File: src/voxel_ray_traversal_stepper_assert.svh
// ---------------------------------------------------------------------------
// Assertion macros for the voxel ray traversal stepper
// Implication checks in same-cycle and next-cycle form.
// ---------------------------------------------------------------------------
`ifndef VOXEL_RAY_TRAVERSAL_STEPPER_ASSERT_SVH
`define VOXEL_RAY_TRAVERSAL_STEPPER_ASSERT_SVH

// antecedent implies consequent in the same cycle
`define VRTS_ASSERT_NOW(name, clk, rst, ante, cons, msg) \
  name: assert property (@(posedge clk) disable iff (rst) (ante) |-> (cons)) \
    else $error(msg);

// antecedent implies consequent in the next cycle
`define VRTS_ASSERT_NEXT(name, clk, rst, ante, cons, msg) \
  name: assert property (@(posedge clk) disable iff (rst) (ante) |=> (cons)) \
    else $error(msg);

`endif

File: src/vrts_pkg.sv
// ---------------------------------------------------------------------------
// vrts_pkg
// Shared widths, codes and item types of the voxel ray traversal stepper.
// ---------------------------------------------------------------------------
`timescale 1ns / 1ps

package vrts_pkg;

  localparam int FRAC_BITS     = 16;  // fraction bits of an origin coordinate
  localparam int DIR_FRAC_BITS = 14;  // fraction bits of a direction component
  localparam int ORIGIN_W      = 32;
  localparam int DIR_W         = 16;
  localparam int CELL_W        = 16;
  localparam int CROSS_W       = 32;
  localparam int REACH_W       = 15;
  localparam int FACE_W        = 3;

  // dividend is at most 1.0 in Q.FRAC_BITS shifted up by DIR_FRAC_BITS
  localparam int DIV_NUM_W = FRAC_BITS + 1 + DIR_FRAC_BITS;
  localparam int DIV_DEN_W = DIR_W;
  localparam int DIV_CNT_W = $clog2(DIV_NUM_W);

  // six divisions per start: span and first crossing for x, y, z
  localparam int DIV_COUNT = 6;
  localparam int DIV_SEL_W = $clog2(DIV_COUNT);

  localparam logic [CROSS_W-1:0] CROSS_INF   = '1;
  localparam logic [REACH_W-1:0] REACH_RESET = REACH_W'(500);

  typedef enum logic {
    CMD_START   = 1'b0,
    CMD_ADVANCE = 1'b1
  } command_t;

  typedef enum logic [FACE_W-1:0] {
    FACE_LEFT  = 3'd0,
    FACE_RIGHT = 3'd1,
    FACE_BACK  = 3'd2,
    FACE_FRONT = 3'd3,
    FACE_UP    = 3'd4,
    FACE_DOWN  = 3'd5,
    FACE_NONE  = 3'd6
  } face_t;

  typedef enum logic [1:0] {
    AXIS_X = 2'd0,
    AXIS_Y = 2'd1,
    AXIS_Z = 2'd2
  } axis_t;

  typedef enum logic [2:0] {
    ST_IDLE,
    ST_ADVANCE,
    ST_DIV_GO,
    ST_DIV_WAIT,
    ST_REPORT
  } ctrl_state_t;

  typedef struct packed {
    logic                       command;
    logic signed [ORIGIN_W-1:0] origin_x;
    logic signed [ORIGIN_W-1:0] origin_y;
    logic signed [ORIGIN_W-1:0] origin_z;
    logic signed [DIR_W-1:0]    dir_x;
    logic signed [DIR_W-1:0]    dir_y;
    logic signed [DIR_W-1:0]    dir_z;
  } in_item_t;

  typedef struct packed {
    logic signed [CELL_W-1:0] cell_x;
    logic signed [CELL_W-1:0] cell_y;
    logic signed [CELL_W-1:0] cell_z;
    logic [FACE_W-1:0]        entered_face;
    logic                     out_of_range;
  } out_item_t;

  // controller to datapath
  typedef struct packed {
    logic                 load_in;
    logic                 div_go;
    logic                 div_write;
    logic [DIV_SEL_W-1:0] div_sel;   // bit 0: 0 span, 1 crossing; upper bits: axis
    logic                 step;
    logic                 report;
  } ctrl_cmd_t;

  // datapath to controller
  typedef struct packed {
    logic in_is_start;
    logic out_free;
    logic div_done;
  } dp_status_t;

endpackage

File: src/vrts_div.sv
// ---------------------------------------------------------------------------
// vrts_div
// Restoring divider, one quotient bit per cycle.
// ---------------------------------------------------------------------------
`timescale 1ns / 1ps

module vrts_div import vrts_pkg::*; (
  input  logic                 clk,
  input  logic                 rst,
  input  logic                 go,
  input  logic [DIV_NUM_W-1:0] dividend,
  input  logic [DIV_DEN_W-1:0] divisor,
  output logic                 done,
  output logic [DIV_NUM_W-1:0] quotient
);

  logic                 busy;
  logic [DIV_CNT_W-1:0] cnt;
  logic [DIV_DEN_W-1:0] rem;
  logic [DIV_DEN_W-1:0] den;
  logic [DIV_NUM_W-1:0] work;   // dividend bits shift out, quotient bits shift in

  logic [DIV_DEN_W:0]   trial;
  logic [DIV_DEN_W:0]   diff;
  logic                 fits;

  assign trial = {rem, work[DIV_NUM_W-1]};
  assign fits  = trial >= {1'b0, den};
  assign diff  = trial - {1'b0, den};

  always_ff @(posedge clk) begin
    if (rst) begin
      busy <= 1'b0;
      done <= 1'b0;
      cnt  <= '0;
    end else begin
      done <= busy && (cnt == '0);
      if (go) begin
        busy <= 1'b1;
        cnt  <= DIV_CNT_W'(DIV_NUM_W - 1);
      end else if (busy) begin
        if (cnt == '0) begin
          busy <= 1'b0;
        end
        cnt <= cnt - 1'b1;
      end
    end
  end

  always_ff @(posedge clk) begin
    if (go) begin
      work <= dividend;
      den  <= divisor;
      rem  <= '0;
    end else if (busy) begin
      if (fits) begin
        rem  <= diff[DIV_DEN_W-1:0];
        work <= {work[DIV_NUM_W-2:0], 1'b1};
      end else begin
        rem  <= trial[DIV_DEN_W-1:0];
        work <= {work[DIV_NUM_W-2:0], 1'b0};
      end
    end
  end

  assign quotient = work;

endmodule

File: src/vrts_ctrl.sv
// ---------------------------------------------------------------------------
// vrts_ctrl
// Sequencer: item intake, division sequence of a start, result hand-off.
// ---------------------------------------------------------------------------
`timescale 1ns / 1ps

`include "voxel_ray_traversal_stepper_assert.svh"

module vrts_ctrl import vrts_pkg::*; (
  input  logic       clk,
  input  logic       rst,
  input  logic       in_valid,
  input  dp_status_t status,
  output logic       in_ready,
  output ctrl_cmd_t  cmd
);

  ctrl_state_t          state, state_next;
  logic [DIV_SEL_W-1:0] div_sel, div_sel_next;

  always_ff @(posedge clk) begin
    if (rst) begin
      state   <= ST_IDLE;
      div_sel <= '0;
    end else begin
      state   <= state_next;
      div_sel <= div_sel_next;
    end
  end

  always_comb begin
    state_next    = state;
    div_sel_next  = div_sel;
    in_ready      = 1'b0;
    cmd           = '0;
    cmd.div_sel   = div_sel;
    unique case (state)
      ST_IDLE: begin
        in_ready = 1'b1;
        if (in_valid) begin
          cmd.load_in = 1'b1;
          state_next  = status.in_is_start ? ST_DIV_GO : ST_ADVANCE;
        end
      end
      ST_ADVANCE: begin
        if (status.out_free) begin
          cmd.step   = 1'b1;
          state_next = ST_IDLE;
        end
      end
      ST_DIV_GO: begin
        cmd.div_go = 1'b1;
        state_next = ST_DIV_WAIT;
      end
      ST_DIV_WAIT: begin
        if (status.div_done) begin
          cmd.div_write = 1'b1;
          if (div_sel == DIV_SEL_W'(DIV_COUNT - 1)) begin
            div_sel_next = '0;
            state_next   = ST_REPORT;
          end else begin
            div_sel_next = div_sel + 1'b1;
            state_next   = ST_DIV_GO;
          end
        end
      end
      ST_REPORT: begin
        if (status.out_free) begin
          cmd.report = 1'b1;
          state_next = ST_IDLE;
        end
      end
      default: state_next = ST_IDLE;
    endcase
  end

  `VRTS_ASSERT_NOW(a_sel_range, clk, rst, 1'b1, div_sel <= DIV_SEL_W'(DIV_COUNT - 1), "division index out of range")
  `VRTS_ASSERT_NEXT(a_start_divides, clk, rst, in_valid && in_ready && status.in_is_start, state == ST_DIV_GO, "start did not begin divisions")
  `VRTS_ASSERT_NOW(a_done_expected, clk, rst, status.div_done, state == ST_DIV_WAIT, "divider finished while not awaited")

endmodule

File: src/vrts_datapath.sv
// ---------------------------------------------------------------------------
// vrts_datapath
// Ray state, divider operand select, step logic and the output register.
// ---------------------------------------------------------------------------
`timescale 1ns / 1ps

`include "voxel_ray_traversal_stepper_assert.svh"

module vrts_datapath import vrts_pkg::*; (
  input  logic               clk,
  input  logic               rst,
  input  in_item_t           in_data,
  input  logic               out_ready,
  input  logic               cfg_wen,
  input  logic [REACH_W-1:0] cfg_wdata,
  input  ctrl_cmd_t          cmd,
  output dp_status_t         status,
  output logic               out_valid,
  output out_item_t          out_data
);

  localparam logic [FRAC_BITS:0] ONE = (FRAC_BITS+1)'(1) << FRAC_BITS;

  in_item_t           in_reg;
  logic [REACH_W-1:0] reach_limit;

  logic [CELL_W-1:0]  cur_cell   [3];
  logic [CROSS_W-1:0] next_cross [3];
  logic [CROSS_W-1:0] cell_span  [3];
  logic [1:0]         step_sign  [3];
  logic               finished;

  // ---- divider operands for the axis under division ----
  axis_t                div_axis;
  logic [ORIGIN_W-1:0]  org;
  logic [DIR_W-1:0]     dir;
  logic [DIV_DEN_W-1:0] mag;
  logic [FRAC_BITS:0]   num;
  logic [DIV_NUM_W-1:0] dividend;
  logic                 div_done;
  logic [DIV_NUM_W-1:0] quotient;
  logic [CROSS_W-1:0]   div_value;

  assign div_axis = axis_t'(cmd.div_sel[DIV_SEL_W-1:1]);

  always_comb begin
    unique case (div_axis)
      AXIS_X:  begin org = in_reg.origin_x; dir = in_reg.dir_x; end
      AXIS_Y:  begin org = in_reg.origin_y; dir = in_reg.dir_y; end
      AXIS_Z:  begin org = in_reg.origin_z; dir = in_reg.dir_z; end
      default: begin org = in_reg.origin_z; dir = in_reg.dir_z; end
    endcase
  end

  assign mag = dir[DIR_W-1] ? (~dir + 1'b1) : dir;

  always_comb begin
    if (!cmd.div_sel[0]) begin
      num = ONE;
    end else if (dir[DIR_W-1]) begin
      num = {1'b0, org[FRAC_BITS-1:0]};
    end else begin
      num = ONE - {1'b0, org[FRAC_BITS-1:0]};
    end
  end

  assign dividend  = {num, {DIR_FRAC_BITS{1'b0}}};
  assign div_value = (mag == '0) ? CROSS_INF : CROSS_W'(quotient);

  vrts_div u_div (
    .clk      (clk),
    .rst      (rst),
    .go       (cmd.div_go),
    .dividend (dividend),
    .divisor  (mag),
    .done     (div_done),
    .quotient (quotient)
  );

  // ---- advance: axis choice, reach check, step ----
  logic                 x_lt_y, x_lt_z, y_lt_z;
  axis_t                axis;
  logic [CROSS_W-1:0]   t;
  logic [CROSS_W-1:0]   span;
  logic [CROSS_W-1:0]   limit;
  logic                 beyond;
  logic [CROSS_W:0]     sum;
  logic [CROSS_W-1:0]   cross_acc;
  logic [CELL_W-1:0]    cell_new;
  logic [CELL_W-1:0]    step_cell [3];
  face_t                face;

  assign x_lt_y = next_cross[AXIS_X] < next_cross[AXIS_Y];
  assign x_lt_z = next_cross[AXIS_X] < next_cross[AXIS_Z];
  assign y_lt_z = next_cross[AXIS_Y] < next_cross[AXIS_Z];

  always_comb begin
    if (x_lt_y) begin
      axis = x_lt_z ? AXIS_X : AXIS_Z;
    end else begin
      axis = y_lt_z ? AXIS_Y : AXIS_Z;
    end
  end

  assign t      = next_cross[axis];
  assign span   = cell_span[axis];
  assign limit  = CROSS_W'({reach_limit, {FRAC_BITS{1'b0}}});
  assign beyond = (t == CROSS_INF) || (t > limit);

  assign sum       = {1'b0, t} + {1'b0, span};
  assign cross_acc = ((t == CROSS_INF) || (sum >= {1'b0, CROSS_INF})) ?
                     CROSS_INF : sum[CROSS_W-1:0];

  assign cell_new = cur_cell[axis] + {{(CELL_W-2){step_sign[axis][1]}}, step_sign[axis]};

  always_comb begin
    step_cell[AXIS_X] = cur_cell[AXIS_X];
    step_cell[AXIS_Y] = cur_cell[AXIS_Y];
    step_cell[AXIS_Z] = cur_cell[AXIS_Z];
    step_cell[axis]   = cell_new;
    unique case (axis)
      AXIS_X:  face = step_sign[AXIS_X][1] ? FACE_RIGHT : FACE_LEFT;
      AXIS_Y:  face = step_sign[AXIS_Y][1] ? FACE_UP : FACE_DOWN;
      default: face = step_sign[AXIS_Z][1] ? FACE_FRONT : FACE_BACK;
    endcase
  end

  // ---- registers ----
  always_ff @(posedge clk) begin
    if (cmd.load_in) begin
      in_reg <= in_data;
    end
  end

  always_ff @(posedge clk) begin
    if (rst) begin
      reach_limit <= REACH_RESET;
    end else if (cfg_wen) begin
      reach_limit <= cfg_wdata;
    end
  end

  always_ff @(posedge clk) begin
    if (rst) begin
      for (int i = 0; i < 3; i++) begin
        cur_cell[i]   <= '0;
        next_cross[i] <= CROSS_INF;
        cell_span[i]  <= CROSS_INF;
        step_sign[i]  <= '0;
      end
      finished <= 1'b1;
    end else begin
      if (cmd.div_write) begin
        if (cmd.div_sel[0]) begin
          next_cross[div_axis] <= div_value;
        end else begin
          cell_span[div_axis] <= div_value;
        end
      end
      if (cmd.report) begin
        cur_cell[AXIS_X] <= in_reg.origin_x[FRAC_BITS +: CELL_W];
        cur_cell[AXIS_Y] <= in_reg.origin_y[FRAC_BITS +: CELL_W];
        cur_cell[AXIS_Z] <= in_reg.origin_z[FRAC_BITS +: CELL_W];
        step_sign[AXIS_X] <= (in_reg.dir_x == '0) ? 2'b00 :
                             (in_reg.dir_x[DIR_W-1] ? 2'b11 : 2'b01);
        step_sign[AXIS_Y] <= (in_reg.dir_y == '0) ? 2'b00 :
                             (in_reg.dir_y[DIR_W-1] ? 2'b11 : 2'b01);
        step_sign[AXIS_Z] <= (in_reg.dir_z == '0) ? 2'b00 :
                             (in_reg.dir_z[DIR_W-1] ? 2'b11 : 2'b01);
        finished <= 1'b0;
      end
      if (cmd.step && !finished) begin
        if (beyond) begin
          finished <= 1'b1;
        end else begin
          cur_cell[axis]   <= cell_new;
          next_cross[axis] <= cross_acc;
        end
      end
    end
  end

  // ---- output register ----
  always_ff @(posedge clk) begin
    if (rst) begin
      out_valid <= 1'b0;
    end else if (cmd.step || cmd.report) begin
      out_valid <= 1'b1;
    end else if (out_ready) begin
      out_valid <= 1'b0;
    end
  end

  always_ff @(posedge clk) begin
    if (cmd.report) begin
      out_data.cell_x       <= in_reg.origin_x[FRAC_BITS +: CELL_W];
      out_data.cell_y       <= in_reg.origin_y[FRAC_BITS +: CELL_W];
      out_data.cell_z       <= in_reg.origin_z[FRAC_BITS +: CELL_W];
      out_data.entered_face <= FACE_NONE;
      out_data.out_of_range <= 1'b0;
    end else if (cmd.step) begin
      if (finished || beyond) begin
        out_data.cell_x       <= cur_cell[AXIS_X];
        out_data.cell_y       <= cur_cell[AXIS_Y];
        out_data.cell_z       <= cur_cell[AXIS_Z];
        out_data.entered_face <= FACE_NONE;
        out_data.out_of_range <= 1'b1;
      end else begin
        out_data.cell_x       <= step_cell[AXIS_X];
        out_data.cell_y       <= step_cell[AXIS_Y];
        out_data.cell_z       <= step_cell[AXIS_Z];
        out_data.entered_face <= face;
        out_data.out_of_range <= 1'b0;
      end
    end
  end

  assign status.in_is_start = (in_data.command == CMD_START);
  assign status.out_free    = !out_valid || out_ready;
  assign status.div_done    = div_done;

  `VRTS_ASSERT_NOW(a_no_overwrite, clk, rst, cmd.step || cmd.report, !out_valid || out_ready, "result overwritten before taken")
  `VRTS_ASSERT_NEXT(a_finished_sticks, clk, rst, cmd.step && finished, finished, "finished ray resumed on advance")
  `VRTS_ASSERT_NEXT(a_cross_grows, clk, rst, cmd.step, next_cross[AXIS_X] >= $past(next_cross[AXIS_X]), "crossing decreased on advance")

endmodule

File: src/voxel_ray_traversal_stepper.sv
// ---------------------------------------------------------------------------
// voxel_ray_traversal_stepper
// Grid walk of a ray through unit voxels in three axes, one cell per item.
// ---------------------------------------------------------------------------
// A start item (command 0) takes a Q16.16 origin and a Q2.14 unit direction
// and returns the start cell with entered_face none. Each advance item
// (command 1) moves one cell along the axis whose next boundary crossing is
// nearest (ties go to z, then y) and returns the new cell and the face it
// entered through; once that crossing is infinite or lies past reach_limit
// whole units, out_of_range is set and the ray stays finished until the next
// start. An advance passes through the accepting state and a step state
// that waits until the output register is free; its result is registered
// when the step is taken. A start runs six divisions (span and first
// crossing per axis) one after another on a single bit-serial divider
// between intake and report. One item is in work at a time; a finished
// result sits in an output register so the next item can be taken while
// it waits. reach_limit resets to 500; the user is bound to write it via
// cfg_wen/cfg_wdata only while the block is idle, which it does not enforce.
// ---------------------------------------------------------------------------
`timescale 1ns / 1ps

module voxel_ray_traversal_stepper import vrts_pkg::*; (
  input  logic               clk,
  input  logic               rst,
  // input items
  input  logic               in_valid,
  output logic               in_ready,
  input  in_item_t           in_data,
  // result items
  output logic               out_valid,
  input  logic               out_ready,
  output out_item_t          out_data,
  // reach limit register
  input  logic               cfg_wen,
  input  logic [REACH_W-1:0] cfg_wdata
);

  // controller and datapath talk only through these two bundles
  ctrl_cmd_t  cmd;
  dp_status_t status;

  // sequencer: intake, division steps, output hand-off
  vrts_ctrl u_ctrl (
    .clk      (clk),
    .rst      (rst),
    .in_valid (in_valid),
    .status   (status),
    .in_ready (in_ready),
    .cmd      (cmd)
  );

  // ray state, shared divider, step logic and result register
  vrts_datapath u_dp (
    .clk       (clk),
    .rst       (rst),
    .in_data   (in_data),
    .out_ready (out_ready),
    .cfg_wen   (cfg_wen),
    .cfg_wdata (cfg_wdata),
    .cmd       (cmd),
    .status    (status),
    .out_valid (out_valid),
    .out_data  (out_data)
  );

endmodule
File: config.mk
export PLATFORM = sky130hd
export DESIGN_NAME = voxel_ray_traversal_stepper
export DESIGN_NICKNAME = d
export VERILOG_FILES = /design/src/vrts_pkg.sv /design/src/vrts_div.sv /design/src/vrts_ctrl.sv /design/src/vrts_datapath.sv /design/src/voxel_ray_traversal_stepper.sv
export VERILOG_INCLUDE_DIRS = /design/src /design/src/src
export SDC_FILE = /design/constraint.sdc
export NUM_CORES = 1
export LEC_CHECK = 0
export BUFFER_PORTS_ARGS = -buffer_cell sky130_fd_sc_hd__buf_4
export CAP_MARGIN = 40
export CORE_MARGIN = 1
export CORE_UTILIZATION = 50
export CTS_BUF_LIST = sky130_fd_sc_hd__clkbuf_2 sky130_fd_sc_hd__clkbuf_4 sky130_fd_sc_hd__clkbuf_8
export DETAILED_ROUTE_END_ITERATION = 10
export PLACE_DENSITY = 0.68
export RECOVER_POWER = 50
export SLEW_MARGIN = 20
export SYNTH_ARGS = -nofsm -noshare
export SYNTH_HDL_FRONTEND = slang
export SYNTH_SLANG_ARGS = --single-unit
File: constraint.sdc
create_clock -name clk -period 17.45 [get_ports clk]
set_input_delay 0.8725 -clock clk [delete_from_list [all_inputs] [get_ports clk]]
set_output_delay 0.8725 -clock clk [all_outputs]
set_load 0.05 [all_outputs]
* Word-level counts from Yosys, hierarchy flattened
Memory sizes are Yosys's and may differ from the RTL's.
Index checks and enable logic that the tools add are counted.
** Operators by class
- Add/sub/neg operators :: 7
- $lt $le $gt $ge :: 8
- Equal/unequal tests :: 11
- Multiplexer cells :: 91
- Bitwise gates (word level) :: 8
- Reduce and logical (&&, ||, !) cells :: 29
** Operators by type and width (count)
- 32-bit two-way mux :: 5
- 52-bit two-way mux :: 3
- 16-bit two-way mux :: 7
- 32-bit less-than comparator :: 3
- 32-bit OR reduction :: 3
- 16-bit zero test :: 4
- 16-bit one-hot mux with 2 select lines :: 2
- 31-bit two-way mux :: 2
- 48-bit bitwise mux :: 1
- 1-bit two-way mux :: 42
- 17-bit two-way mux :: 2
- 2-bit two-way mux :: 17
- 32-bit by 32-bit adder with 33-bit output :: 1
- 33-bit by 32-bit greater-or-equal comparator with 1-bit output (second input constant) :: 1
- 16-bit demux with 2-bit select :: 1
- 32-bit == test (second input constant) :: 1
- 32-bit by 31-bit greater-than comparator with 1-bit output :: 1
- 17-bit by 16-bit greater-or-equal comparator with 1-bit output :: 1
- 17-bit by 16-bit subtractor with 17-bit output (first input constant) :: 1
- 16-bit by 1-bit adder with 16-bit output (second input constant) :: 1
- 16-bit adder :: 1
- 16-bit NOT :: 1
- 16-bit OR reduction :: 1
- 16-bit subtractor :: 1
- other kinds (26) :: 51
** Word-level totals
- Register bits after elaboration :: 289
- RAM bits :: 246
- Output and inout port bits :: 54
- Memories :: 4
** Memories
- u_dp.cell_span :: depth 3, width 32, rd ports 1, clocked after Yosys merged registers in 0, write ports 3, RTL line vrts_datapath.sv:29 : logic [CROSS_W-1:0] cell_span [3];
- u_dp.next_cross :: depth 3, width 32, rd ports 4, clocked after Yosys merged registers in 0, write ports 3, RTL line vrts_datapath.sv:28 : logic [CROSS_W-1:0] next_cross [3];
- u_dp.cur_cell :: depth 3, width 16, rd ports 4, clocked after Yosys merged registers in 0, write ports 3, RTL line vrts_datapath.sv:27 : logic [CELL_W-1:0] cur_cell [3];
- u_dp.step_sign :: depth 3, width 2, rd ports 4, clocked after Yosys merged registers in 0, write ports 3, RTL line vrts_datapath.sv:30 : logic [1:0] step_sign [3];

* Logic depth before layout (Yosys ltp)
An unclocked memory read counts as a cell.
- Word-level depth :: 13
- Mapped depth :: 36
- Gate-level depth less buffers :: 28

* Cells and area by module
A second synthesis with hierarchy kept.
** Second synthesis, totals
- Cell total of the unflattened synthesis :: 2711
- Area total of the unflattened synthesis :: 29460.8 µm²
** By module, submodules not included
- vrts_datapath :: times used 1, cells each 2347, area an instance 25490.7 µm², seq. area each 13573.0 µm²
- vrts_div :: times used 1, cells each 318, area an instance 3595.9 µm², seq. area each 1871.8 µm²
- vrts_ctrl :: times used 1, cells each 46, area an instance 374.1 µm², seq. area each 120.1 µm²

* Least setup slack after synthesis
Ideal clock, no wire load.
- Path kind :: reg-to-reg
- From :: memory u_dp.next_cross[0][30]
- To :: register u_dp.out_data[19] (netlist name)
- Data arrival time :: 6723 ps
- Setup slack :: 10575 ps
- Stages on the path, launching flop included :: 32
- Period minus slack after synthesis :: 6875 ps
- Path through :: edfxtp_1 ha_1 nand4_1 or4_1 a2bb2oi_1 and2_4 nand4_1 buf_4 buf_4 buf_6 buf_4 clkbuf_1 clkbuf_1 nand2_1 a21oi_1 ha_1 a21o_1 a21oi_1 o21bai_1 a21oi_1 o21bai_1 a21oi_1 o21bai_1 a21oi_1 o21bai_1 a21oi_1 o21ai_0 a21o_1 a21oi_1 xnor2_1 mux2i_1 o21ai_0
** RTL lines (RTL line)
- start: declaration :: vrts_datapath.sv:28

==> flow_metrics.py <==
metrics = {
    "setup_path": {
        "cp-start-kind": "flop",
        "cp-end-kind": "flop",
        "cp_max_fo": 33,
        "cp.arrival_ns": 8.42,
        "critical_path_class": "reg -> reg",
        "crit_required_ns": 17.75,
    },
    "route": {
        "dr_total_vias": 22559,
        "drtIter0Drc": 1944,
        "drc_errors": 0,
        "via_per_inst": 5.90,
        "wirelength_um": 83500,
        "dr.pass1.iters": 5,
        "ant_nets": 0,
        "wl_per_cell_um": 21.8,
    },
    "power_and_ir_drop": {
        "power_density_nw_per_um2": 93.7,
        "ir_worst_vdd_mv": 0.0828,
        "leakagePower_uw": 0.0121,
    },
    "yosys": {
        "syn_nets": 3116,
        "synth_cells": 2779,
        "syn_avg_cell_area_um2": 10.5,
        "async_reset_ff_frac": 0,
        "ys_ff_latch": 535,
        "yosysTopAreaCell": "edfxtp_1",
        "synth_edf_count": 471,
        "synth.cell_area_um2": 29300,
        "yosys.area.top_type_share": 0.483,
        "synthDistinctLibCells": 95,
        "yosys_warnings": 0,
        "synth_area_leaders": "edfxtp_1 (48%), ha_1 (7.2%), nand2_1 (5.0%)",
        "seq_area_frac_synth": 0.527,
        "synth_flop_cell": "edfxtp_1",
    },
    "sta": {
        "fin_crit_sh": 0.466,
        "relSlewSlack": -1.09,
        "fin_tns_setup_ns": 0,
        "slew_violations": 432,
        "rsz0062_at_grt": "no",
        "worstMarginPinSlew_ns": 3.13,
        "fin_ws_ns": 9.32,
        "min_period_ns": 8.13,
        "fmax_ghz": 0.123,
        "finalSetupViolCount": 0,
        "fin_skew_ns": 0.0354,
        "hold_violations": 0,
    },
    "cts": {
        "cts_sinks": 535,
        "clk_path_buf_depth": 3,
        "clkSlewWorstSetupHoldPaths_ns": 0.06,
        "ctsResizeCount": 0,
        "hold_buffers": 0,
        "cts-root-buf": "clkbuf_8",
        "post-cts-setup-buffers": 0,
        "clock_latency_ns": 0.69,
        "cts_tree": "done",
        "numCtsBuffers": 90,
        "h-tree-depth": 3,
    },
    "global_route": {
        "met1_usage": 0.377,
        "grt_pass1_wl_um": 128000,
        "grt_overflow_total": 0,
        "grt_max_degree": 72,
        "grt.busiest_layer": "met2",
        "track_usage": 0.279,
        "grt_pass1_vias": 21981,
        "use_met2": 0.460,
        "grt_use_met3": 0.0410,
        "antenna_found_initial": 2,
    },
    "layout": {
        "final_common_cell": "edfxtp_1",
        "final_cell_mix": "edfxtp_1 (471), nand2_1 (390), nor2_1 (191), o21ai_0 (172), ha_1 (169)",
        "drive_gt1_frac": 0.142,
        "areaGrowthSynthToFinish_pct": 13.6,
        "final_cell_count_no_fill": 3824,
        "largest_reg_flops": 144,
        "nNetsFinal": 3328,
        "final_util": 0.576,
    },
    "floorplan": {
        "die_x_um": 244,
        "initial_core_util": 0.507,
        "rows": 88,
        "fp.dieH_um": 244,
        "die_area_um2": 59600,
        "ioPinCount": 219,
        "placeableCoreArea_um2": 57800,
    },
    "outcome": {
        "status": "complete, but fails checks",
        "violations": "max-capacitance violations, max-slew violations",
    },
    "placement": {
        "dp_hpwl_um": 60000,
        "io_buffer_count": 218,
        "place_inst": 3660,
        "pre_cts_ws_ns": 9.45,
        "gp_congestion": 0.988,
    },
    "worst_hold_path": {
        "hold_class": "in -> reg",
    },
    "flow_run": {
        "cap_violations": 11,
    },
}
==> where the power goes <==
part / switching [uW] / internal, uW
clock: 518 / 626
sequential: 58.9 / 1500
combinational: 272 / 142
total: 849 / 2270
==> cell type report <==
class	instances	area, um^2
Antenna cell	1	2.50
Clock buffer	124	1530
Clock inverter	35	282
Fill cell	4968	24500
Inverter	155	582
Multi-Input combinational cell	1947	12700
Sequential cell	535	15400
Tap cell	765	957
Timing Repair Buffer	262	1780
==> cells by family (layout without fill, tap and decap cells) <==
kind of cell,count (synthesis),in the layout,synth area share
adder cells (fa/ha/maj),177,177,0.0760
other,0,1,0
multiplexers,119,119,0.0408
XOR/XNOR,82,82,0.0245
AO/OA/AOI/OAI,646,646,0.143
AND/OR/NAND/NOR,923,923,0.148
flip-flops,535,535,0.527
buffers and inverters,297,576,0.0414
==> critical path: stages (launching register included) <==
cell and delay [ns]:
edfxtp_1 0.43, ha_1 0.34, a41oi_1 0.23, o21ai_1 0.15, a221oi_1 0.79, and2_4 0.32
and4_2 0.47, nor2_8 0.17, a21oi_1 0.51, ha_1 0.36, a21o_1 0.18, a21o_1 0.17
a21oi_1 0.16, o21ai_0 0.10, a211oi_1 0.52, nor2_1 0.25, or3_1 0.57, nor2_4 0.22
nand2_1 0.45, o31ai_4 0.18, buf_4 0.46, nand2b_1 0.17, buf_4 0.49
==> through the flow <==
step / power, uW / hold slack, ns / area, um^2
detailed placement: 2010 / 0.445 / 31800
global placement: 2000 / 0.439 / 31600
finish: 3120 / 0.394 / 33300
CTS: 3150 / 0.315 / 33600
global route: 3240 / 0.358 / 33300
floorplan: 1850 / 0.426 / 29300
==> metal layers <==
metal	wire [um]	vias up
met3	6260	130
met5	11	-
met4	2040	2
met2	39800	906
li1	-	10601
met1	35300	10920
==> path summary, 6_finish.rpt <==
| kind | startpoint | end | slack [ns] | cells after the start |
|---|---|---|---|---|
| min reg2reg | u_dp.u_div.rem[15] | u_dp.u_div.rem[15] | 0.46 | 2 |
| max | u_dp.next_cross[0][27] | u_dp.next_cross[0][7] | 9.32 | 22 |
| min | in_data[44] | u_dp.in_reg[44] | 0.39 | 1 |
| max reg2reg | u_dp.next_cross[0][27] | u_dp.next_cross[0][7] | 9.32 | 22 |
==> cell usage after synthesis (13+ instances only) <==
cell type	instances
edfxtp_1	471
nand2_1	393
nor2_1	192
o21ai_0	173
ha_1	169
a21oi_1	166
inv_1	154
mux2i_1	116
clkbuf_1	91
dfxtp_1	64
or3_1	64
a31oi_1	57
xnor2_1	53
nand4_1	43
nand3_1	37
a21o_1	35
or2_2	35
nor3_1	31
nand2b_1	30
o22ai_1	29
xor2_1	29
nor4_1	20
o22ai_2	19
buf_1	18
buf_2	17
and3_1	16
o211ai_1	16
and2_1	15
a21boi_0	13
nor2b_1	13
No activity file was read; power rests on OpenSTA's default activity.
